--- src/rtl/core/b64d_pkg.sv ---
// Shared types, codes and character mapping for the base64 stream decoder.
package b64d_pkg;

	// Input commands
	localparam logic CMD_CHAR   = 1'b0;
	localparam logic CMD_FINISH = 1'b1;

	// Configuration register indexes
	localparam logic REG_URL_SAFE       = 1'b0;
	localparam logic REG_ALLOW_TRUNCATE = 1'b1;

	// Symbol codes: bit 6 marks an illegal character, bit 7 marks padding
	localparam logic [7:0] SYM_ERR  = 8'd64;
	localparam logic [7:0] SYM_PAD  = 8'd128;
	localparam logic [7:0] SYM_MASK = 8'h3F;

	// Character codes
	localparam logic [7:0] CH_UPPER_A = 8'h41;
	localparam logic [7:0] CH_UPPER_Z = 8'h5A;
	localparam logic [7:0] CH_LOWER_A = 8'h61;
	localparam logic [7:0] CH_LOWER_Z = 8'h7A;
	localparam logic [7:0] CH_ZERO    = 8'h30;
	localparam logic [7:0] CH_NINE    = 8'h39;
	localparam logic [7:0] CH_PAD     = 8'h3D;
	localparam logic [7:0] CH_PLUS    = 8'h2B;
	localparam logic [7:0] CH_SLASH   = 8'h2F;
	localparam logic [7:0] CH_MINUS   = 8'h2D;
	localparam logic [7:0] CH_UNDER   = 8'h5F;

	// Job queue between front and back
	localparam int FIFO_DEPTH = 4;
	localparam int PTR_W      = $clog2(FIFO_DEPTH);
	localparam int CNT_W      = $clog2(FIFO_DEPTH + 1);

	// Decoded quad
	typedef struct packed {
		logic            err;
		logic [1:0]      nbytes;
		logic [2:0][7:0] bytes;
	} quad_t;

	// One queued job: up to three bytes, or a single status result
	typedef struct packed {
		logic [2:0][7:0] bytes;
		logic [1:0]      nbytes;
		logic            err;
		logic            fin;
	} job_t;

	// Map one character through the selected alphabet
	function automatic logic [7:0] map_char(input logic [7:0] c, input logic url);
		logic [7:0] s;
		s = SYM_ERR;
		if (c inside {[CH_UPPER_A:CH_UPPER_Z]}) begin
			s = c - CH_UPPER_A;
		end else if (c inside {[CH_LOWER_A:CH_LOWER_Z]}) begin
			s = c - CH_LOWER_A + 8'd26;
		end else if (c inside {[CH_ZERO:CH_NINE]}) begin
			s = c - CH_ZERO + 8'd52;
		end else if (c == CH_PAD) begin
			s = SYM_PAD;
		end else if (url) begin
			if (c == CH_MINUS) s = 8'd62;
			else if (c == CH_UNDER) s = 8'd63;
		end else begin
			if (c == CH_PLUS) s = 8'd62;
			else if (c == CH_SLASH) s = 8'd63;
		end
		return s;
	endfunction

	// Decode four raw characters into bytes or an error
	function automatic quad_t decode_quad(input logic [7:0] q0, input logic [7:0] q1,
			input logic [7:0] q2, input logic [7:0] q3, input logic url);
		logic [7:0] c1, c2, c3, c4, b3, b4;
		quad_t r;
		c1 = map_char(q0, url);
		c2 = map_char(q1, url);
		c3 = map_char(q2, url);
		c4 = map_char(q3, url);
		b3 = c3 & SYM_MASK;
		b4 = c4 & SYM_MASK;
		r.err = ((c1 | c2 | c3 | c4) & SYM_ERR) != 8'd0
			|| ((c1 | c2) & SYM_PAD) != 8'd0
			|| (c3[7] && !c4[7]);
		r.nbytes = 2'd3 - {1'b0, c3[7]} - {1'b0, c4[7]};
		r.bytes[0] = {c1[5:0], c2[5:4]};
		r.bytes[1] = {c2[3:0], b3[5:2]};
		r.bytes[2] = {b3[1:0], b4[5:0]};
		return r;
	endfunction

endpackage

--- src/rtl/core/b64d_front.sv ---
// Front end: configuration, character collection and quad decode into jobs.
module b64d_front (
	input  logic            clk,
	input  logic            arst_n,
	input  logic            cfg_we,
	input  logic            cfg_index,
	input  logic            cfg_data,
	input  logic            in_valid,
	output logic            in_ready,
	input  logic            command,
	input  logic [7:0]      char_code,
	input  logic            fifo_full,
	output logic            push,
	output b64d_pkg::job_t  push_job
);
	import b64d_pkg::*;

	logic       url_safe_q, allow_trunc_q;
	logic [1:0] fill_q, fill_d;
	logic       err_q, err_d;
	logic [7:0] store_q [3];
	logic       wr_store;
	logic       accept;
	logic [7:0] q0, q1, q2, q3;
	quad_t      dec;

	assign in_ready = !fifo_full;
	assign accept   = in_valid && in_ready;

	// Configuration registers
	always_ff @(posedge clk or negedge arst_n) begin
		if (!arst_n) begin
			url_safe_q    <= 1'b0;
			allow_trunc_q <= 1'b0;
		end else if (cfg_we) begin
			if (cfg_index == REG_URL_SAFE) url_safe_q <= cfg_data;
			if (cfg_index == REG_ALLOW_TRUNCATE) allow_trunc_q <= cfg_data;
		end
	end

	// Assemble the quad; on finish, pad missing positions with '='
	always_comb begin
		q0 = (command == CMD_CHAR || fill_q > 2'd0) ? store_q[0] : CH_PAD;
		q1 = (command == CMD_CHAR || fill_q > 2'd1) ? store_q[1] : CH_PAD;
		q2 = (command == CMD_CHAR || fill_q > 2'd2) ? store_q[2] : CH_PAD;
		q3 = (command == CMD_CHAR) ? char_code : CH_PAD;
		dec = decode_quad(q0, q1, q2, q3, url_safe_q);
	end

	// Classify the accepted transaction and build its job
	always_comb begin
		push     = 1'b0;
		push_job = '0;
		fill_d   = fill_q;
		err_d    = err_q;
		wr_store = 1'b0;
		if (accept) begin
			if (command == CMD_CHAR) begin
				if (!err_q) begin
					if (fill_q != 2'd3) begin
						wr_store = 1'b1;
						fill_d   = fill_q + 2'd1;
					end else begin
						push            = 1'b1;
						push_job.bytes  = dec.bytes;
						push_job.nbytes = dec.err ? 2'd0 : dec.nbytes;
						push_job.err    = dec.err;
						fill_d          = 2'd0;
						err_d           = dec.err;
					end
				end
			end else begin
				push         = 1'b1;
				push_job.fin = 1'b1;
				fill_d       = 2'd0;
				err_d        = 1'b0;
				if (err_q || (fill_q != 2'd0 && !allow_trunc_q)) begin
					push_job.err = 1'b1;
				end else if (fill_q != 2'd0) begin
					push_job.bytes  = dec.bytes;
					push_job.nbytes = dec.err ? 2'd0 : dec.nbytes;
					push_job.err    = dec.err;
				end
			end
		end
	end

	// Hold fill count and sticky error
	always_ff @(posedge clk or negedge arst_n) begin
		if (!arst_n) begin
			fill_q <= 2'd0;
			err_q  <= 1'b0;
		end else begin
			fill_q <= fill_d;
			err_q  <= err_d;
		end
	end

	// Store raw characters of the partial quad
	always_ff @(posedge clk) begin
		if (wr_store) store_q[fill_q] <= char_code;
	end

endmodule

--- src/rtl/core/b64d_fifo.sv ---
// Short job queue between the front end and the result sequencer.
module b64d_fifo (
	input  logic            clk,
	input  logic            arst_n,
	input  logic            push,
	input  b64d_pkg::job_t  push_job,
	input  logic            pop,
	output b64d_pkg::job_t  head,
	output logic            empty,
	output logic            full
);
	import b64d_pkg::*;

	job_t             mem_q [FIFO_DEPTH];
	logic [PTR_W-1:0] wr_ptr_q, rd_ptr_q;
	logic [CNT_W-1:0] count_q;

	assign empty = (count_q == CNT_W'(0));
	assign full  = (count_q == CNT_W'(FIFO_DEPTH));
	assign head  = mem_q[rd_ptr_q];

	// Advance pointers and count
	always_ff @(posedge clk or negedge arst_n) begin
		if (!arst_n) begin
			wr_ptr_q <= '0;
			rd_ptr_q <= '0;
			count_q  <= '0;
		end else begin
			if (push) wr_ptr_q <= wr_ptr_q + PTR_W'(1);
			if (pop) rd_ptr_q <= rd_ptr_q + PTR_W'(1);
			if (push && !pop) count_q <= count_q + CNT_W'(1);
			else if (pop && !push) count_q <= count_q - CNT_W'(1);
		end
	end

	// Write job entries
	always_ff @(posedge clk) begin
		if (push) mem_q[wr_ptr_q] <= push_job;
	end

endmodule

--- src/rtl/core/b64d_back.sv ---
// Back end: walks each job and issues its results through an output register.
module b64d_back (
	input  logic            clk,
	input  logic            arst_n,
	input  b64d_pkg::job_t  head,
	input  logic            empty,
	output logic            pop,
	output logic            out_valid,
	input  logic            out_ready,
	output logic [7:0]      data_byte,
	output logic            byte_valid,
	output logic            syntax_error,
	output logic            stream_end,
	output logic            last_in_run
);
	import b64d_pkg::*;

	logic [1:0] k_q;
	logic [1:0] nres;
	logic       last;
	logic       load;
	logic       ov_q;

	// Result count and last-result detect for the head job
	assign nres = (head.nbytes == 2'd0) ? 2'd1 : head.nbytes;
	assign last = (k_q == nres - 2'd1);
	assign load = !empty && (!ov_q || out_ready);
	assign pop  = load && last;

	assign out_valid = ov_q;

	// Track position within the head job
	always_ff @(posedge clk or negedge arst_n) begin
		if (!arst_n) begin
			k_q  <= 2'd0;
			ov_q <= 1'b0;
		end else begin
			if (load) k_q <= last ? 2'd0 : k_q + 2'd1;
			if (load) ov_q <= 1'b1;
			else if (out_ready) ov_q <= 1'b0;
		end
	end

	// Load the output register
	always_ff @(posedge clk) begin
		if (load) begin
			data_byte    <= (head.nbytes != 2'd0) ? head.bytes[k_q] : 8'd0;
			byte_valid   <= (head.nbytes != 2'd0);
			syntax_error <= head.err;
			stream_end   <= head.fin && last;
			last_in_run  <= last;
		end
	end

endmodule

--- src/rtl/core/base64_stream_decoder.sv ---
// Base64 stream decoder top level.
// Usage:
//   Write url_safe (index 0) and allow_truncate (index 1) through cfg_we,
//   cfg_index and cfg_data while the decoder is idle.
//   Send one transaction per character on the input channel with command 0,
//   and a transaction with command 1 to finish the stream.
//   Each fourth character (with no error held) and each finish yield one to
//   three results on the output channel: decoded bytes, or a status result.
// Timing:
//   One input transaction per cycle is taken while the job queue has room.
//   The first result of a transaction passes through the job queue and the output
//   register; a job's results then leave one per cycle while the receiver is
//   ready, set by the result sequencer.
//   Four characters give at most three results, so the stream sustains one
//   character per cycle while the receiver is ready.
// Reset clears the configuration, the partial quad count, the sticky error,
//   the job queue and the output valid flag.
// When the receiver stalls, the output register holds its result, the queue
//   of four jobs fills, and then in_ready drops.
module base64_stream_decoder (
	input  logic       clk,
	input  logic       arst_n,
	input  logic       cfg_we,
	input  logic       cfg_index,
	input  logic       cfg_data,
	input  logic       in_valid,
	output logic       in_ready,
	input  logic       command,
	input  logic [7:0] char_code,
	output logic       out_valid,
	input  logic       out_ready,
	output logic [7:0] data_byte,
	output logic       byte_valid,
	output logic       syntax_error,
	output logic       stream_end,
	output logic       last_in_run
);
	import b64d_pkg::*;

	logic push, pop, empty, full;
	job_t push_job, head;

	b64d_front u_front (
		.clk       (clk),
		.arst_n    (arst_n),
		.cfg_we    (cfg_we),
		.cfg_index (cfg_index),
		.cfg_data  (cfg_data),
		.in_valid  (in_valid),
		.in_ready  (in_ready),
		.command   (command),
		.char_code (char_code),
		.fifo_full (full),
		.push      (push),
		.push_job  (push_job)
	);

	b64d_fifo u_fifo (
		.clk      (clk),
		.arst_n   (arst_n),
		.push     (push),
		.push_job (push_job),
		.pop      (pop),
		.head     (head),
		.empty    (empty),
		.full     (full)
	);

	b64d_back u_back (
		.clk          (clk),
		.arst_n       (arst_n),
		.head         (head),
		.empty        (empty),
		.pop          (pop),
		.out_valid    (out_valid),
		.out_ready    (out_ready),
		.data_byte    (data_byte),
		.byte_valid   (byte_valid),
		.syntax_error (syntax_error),
		.stream_end   (stream_end),
		.last_in_run  (last_in_run)
	);

endmodule

--- config.mk ---
export PLATFORM = sky130hd
export DESIGN_NAME = base64_stream_decoder
export DESIGN_NICKNAME = d
export VERILOG_FILES = /design/src/rtl/core/b64d_pkg.sv /design/src/rtl/core/b64d_front.sv /design/src/rtl/core/b64d_fifo.sv /design/src/rtl/core/b64d_back.sv /design/src/rtl/core/base64_stream_decoder.sv
export SDC_FILE = /design/constraint.sdc
export NUM_CORES = 1
export LEC_CHECK = 0
export BUFFER_PORTS_ARGS = -buffer_cell sky130_fd_sc_hd__buf_2
export CORE_ASPECT_RATIO = 0.6
export CORE_MARGIN = 10
export CORE_UTILIZATION = 50
export DETAILED_ROUTE_END_ITERATION = 12
export GPL_ROUTABILITY_DRIVEN = 0
export PLACE_DENSITY = 0.66
export RECOVER_POWER = 50
export SLEW_MARGIN = 40
export SYNTH_ARGS = -nofsm -noshare
export SYNTH_HDL_FRONTEND = slang
export SYNTH_SLANG_ARGS = --single-unit
--- constraint.sdc ---
create_clock -name clk -period 7.47 [get_ports clk]
set_input_delay 0.3735 -clock clk [delete_from_list [all_inputs] [get_ports clk]]
set_output_delay 0.3735 -clock clk [all_outputs]
set_load 0.05 [all_outputs]
==> summary.txt <==
Setup path
  – Crit-path leading delay family: compound AO/OA/AOI/OAI gates
  – Worst-case reg-to-reg path depth: 17
  – Reg2reg start: u_front.fill_q[0]
  – Worst path max stage delay: 0.64 ns
  – Critical Path Sink Type: flop
  – Crit path max-delay cell type: nor2b_1
  – Crit path max fanout: 11
  – Worst Path Required: ~7.6 ns
  – CP most frequent cell: ha_1
  – Reg2Reg Setup Slack: roughly 2.5 ns
  – Setup CP Type: reg2reg
  – CP startpoint kind: flop
  – FF-to-FF End: u_fifo.mem_q[1][2]
  – CP cell instances: ha_1 > nor2b_1 > nor2_1 > inv_1 > ha_1 > a31oi_1 > o211ai_1 > buf_2 > a21oi_1 > a41o_1 > ha_1 > a41oi_1 > o31a_1 > o311ai_1 > a21oi_1 > nand4_1 > nor3_1
  – Crit path DAT: ~5 ns
  – WP buf/inv: 2

Layout
  – Fin util: 0.569
  – Layout cell share with drive strength beyond 1: 0.126
  – Ant diodes: 0
  – Synth-to-layout area growth: 10.1%
  – Nets@finish: 805
  – Filler Cell Count: 1407

STA
  – Post-Route Skew: 0.0151 ns
  – Final number of max-transition violations: 89
  – Sum Neg Setup Slack: 0 ns
  – Fmax: 201 MHz
  – RSZ-0062 raised after global routing: no
  – Slew HR: -0.667
  – Minimum clock period: 4.98 ns
  – Final setup vio count: 0
  – Final count of hold timing violations: 0
  – Crit share post-route: 0.666
  – Actual slew at the worst max-slew pin: between 2 and 3 ns

Drt
  – Vias: 6231
  – Iteration-0 DRC count of the detailed router: 838
  – Post-DR vias/cell: approximately 6.2
  – Final ANT Viol Nets: 0
  – Routed len/inst: 21.5 µm
  – Metal1 wirelength: 9.57 mm
  – Initial DRT Pass Iterations: 5
  – Met2 routed WL: 9.94 mm
  – Met3 wire length: 1.83 mm
  – Max layer used: met4
  – DRC: 0
  – Final wirelength: 21.5 mm

CTS
  – TritonCTS clock tree: built
  – Clock Path Buffers: 2
  – H-Tree Depth: 4
  – Post-CTS setup buffer count: 0
  – Clk_lat worst skew: 0.42 ns
  – CTS Buf Count: 17
  – TritonCTS sink count: about 160
  – Reg clk slew, reported paths: ~0.070 ns
  – CTS Root Cell: clkbuf_16

Global route
  – First-pass GRT wire length: roughly 34 mm
  – Vias in the first global route: 5861
  – Total gr overflow: 0
  – GRT Util Overall: 0.184
  – Largest net degree at the start of global routing: 36
  – Initial antenna violation count: 0

Hold path
  – Hold depth: 2
  – Worst hold start: out_ready
  – Worst min-delay path class: in2reg
  – End of the worst hold path: u_back.out_valid

Synthesis
  – Sequential area share after synthesis: 0.538
  – #FFs+latches synth: 163
  – Post-synth top cells: edfxtp_1 (148), nor2_1 (72), a21oi_1 (40), nand2_1 (40), ha_1 (37)
  – Largest cells by area after synthesis: edfxtp_1 (50%), mux4_2 (7.0%), ha_1 (5.2%)
  – Yosys warns: 0
  – Post-Syn Instances: roughly 740
  – Avg Synthesized Cell Area: 12.2 µm²
  – Post-synth EDFFs: 148
  – Synthesized cell area: 0.00897 mm²
  – Main synth FF type: edfxtp_1
  – Most common cell in the netlist: edfxtp_1
  – Synth top area share: 0.496
  – Post-synth ARST share: 0.0920
  – Largest area contributor in the netlist: edfxtp_1
  – Mapped Nets: 790
  – Post-synth cell types: 85

Status
  – Outcome: finished with violations
  – Failing checks: max-capacitance violations, max-slew violations

Placed design
  – Number of port buffers: 29
  – Hpwl dp: 15.0 mm

Floorplanning
  – Initial core utilization: 0.516
  – Die Width: 193 µm
  – IO Pins: 30
  – Row cnt: 37
  – Die H: between 100 and 150 µm
  – Full die area: 0.0239 mm²
  – Core footprint: 0.0174 mm²

Flow run
  – Max-cap violation count: 3

Power and ir drop
  – P_leak: 3.48 nW
  – Total power: 0.00336 W
  – Power per cell area: ~340 mW/mm²
  – Max rail drop VDD: 0.179 mV
-- repair_timing --
item / 4_1_cts / 5_1_grt
hold endpoints to repair: 15 / 0
hold buffers: 1 / 0
resized for setup: 0 / 0
-- cell type report --
class | count | area [µm²] | area share
Sequential cell | 163 | 4820 | 0.488
Multi-Input combinational cell | 498 | 3830 | 0.388
Clock buffer | 18 | 429 | 0.0435
Tap cell | 234 | 293 | 0.0297
Clock inverter | 14 | 213 | 0.0215
Timing Repair Buffer | 35 | 154 | 0.0156
Inverter | 36 | 135 | 0.0137
-- sequential cells by signal, indices dropped and copies added, names as in the netlist --
register               count
u_fifo.mem_q             112
u_back.out_valid           1
u_back.last_in_run         1
u_back.k_q                 2
u_front.allow_trunc_q      1
u_back.byte_valid          1
u_front.fill_q             2
u_front.store_q           24
u_fifo.rd_ptr_q            2
u_fifo.count_q             3
u_front.url_safe_q         1
u_back.syntax_error        1
u_fifo.wr_ptr_q            2
u_front.err_q              1
u_back.stream_end          1
u_back.data_byte           8
-- how the worst max path moves through the flow --
stage / from / to / slack (ns) / cells past startpoint
2_1_floorplan: command / u_fifo.mem_q[0][1] / 3.56 / 20
3_3_place_gp: command / u_fifo.mem_q[2][1] / 2.61 / 16
3_5_place_dp: command / u_fifo.mem_q[3][3] / 2.28 / 16
4_1_cts: u_front.fill_q[1] / u_fifo.mem_q[0][3] / 2.49 / 16
5_1_grt: u_fifo.rd_ptr_q[0] / u_fifo.count_q[1] / 2.05 / 9
6_report: u_front.fill_q[0] / u_fifo.mem_q[1][2] / 2.49 / 17
-- cells in the final DEF (no fill, tap or decap), types with 12 or more instances in the layout --
master | Yosys | routed
edfxtp_1 | 148 | 148
nor2_1 | 72 | 73
nand2_1 | 40 | 40
a21oi_1 | 40 | 40
ha_1 | 37 | 37
inv_1 | 35 | 35
mux4_2 | 28 | 28
clkbuf_1 | 17 | 26
o21ai_0 | 19 | 21
xnor2_1 | 20 | 20
nor3_1 | 19 | 19
clkbuf_16 | 0 | 17
dfrtp_1 | 15 | 14
nand3_1 | 13 | 13
nand2b_1 | 12 | 12
-- per-layer routing --
layer	vias to the layer above	track usage
li1	2811	-
met1	3093	0.268
met2	312	0.278
met3	15	0.0377
met4	0	0.0391
met5	-	0
-- power breakdown --
group,internal [W],switching (W)
combinational,0.000402,0.000711
sequential,0.00119,0.000116
clock,0.000572,0.000372
-- cell families after synthesis --
kind of cell,share of synthesized area
mux,0.0864
buf+inv,0.0357
fa+ha+maj,0.0539
xor+xnor,0.0303
compound gates,0.123
simple gates,0.133
flops,0.538
-- metrics by stage --
| step | cells | setup WS [ns] | hold WS (ns) | instance area, µm² |
|---|---|---|---|---|
| after floorplan | 736 | 3.56 | 0.0779 | 8970 |
| after global placement | 964 | 2.61 | 0.326 | 9260 |
| after detailed placement | 964 | 2.28 | 0.334 | 9260 |
| after CTS | 997 | 2.49 | 0.144 | 9910 |
| after global routing | 998 | 2.05 | 0.144 | 9870 |
| final | 998 | 2.49 | 0.153 | 9870 |
(Power assumes the default switching activity.)
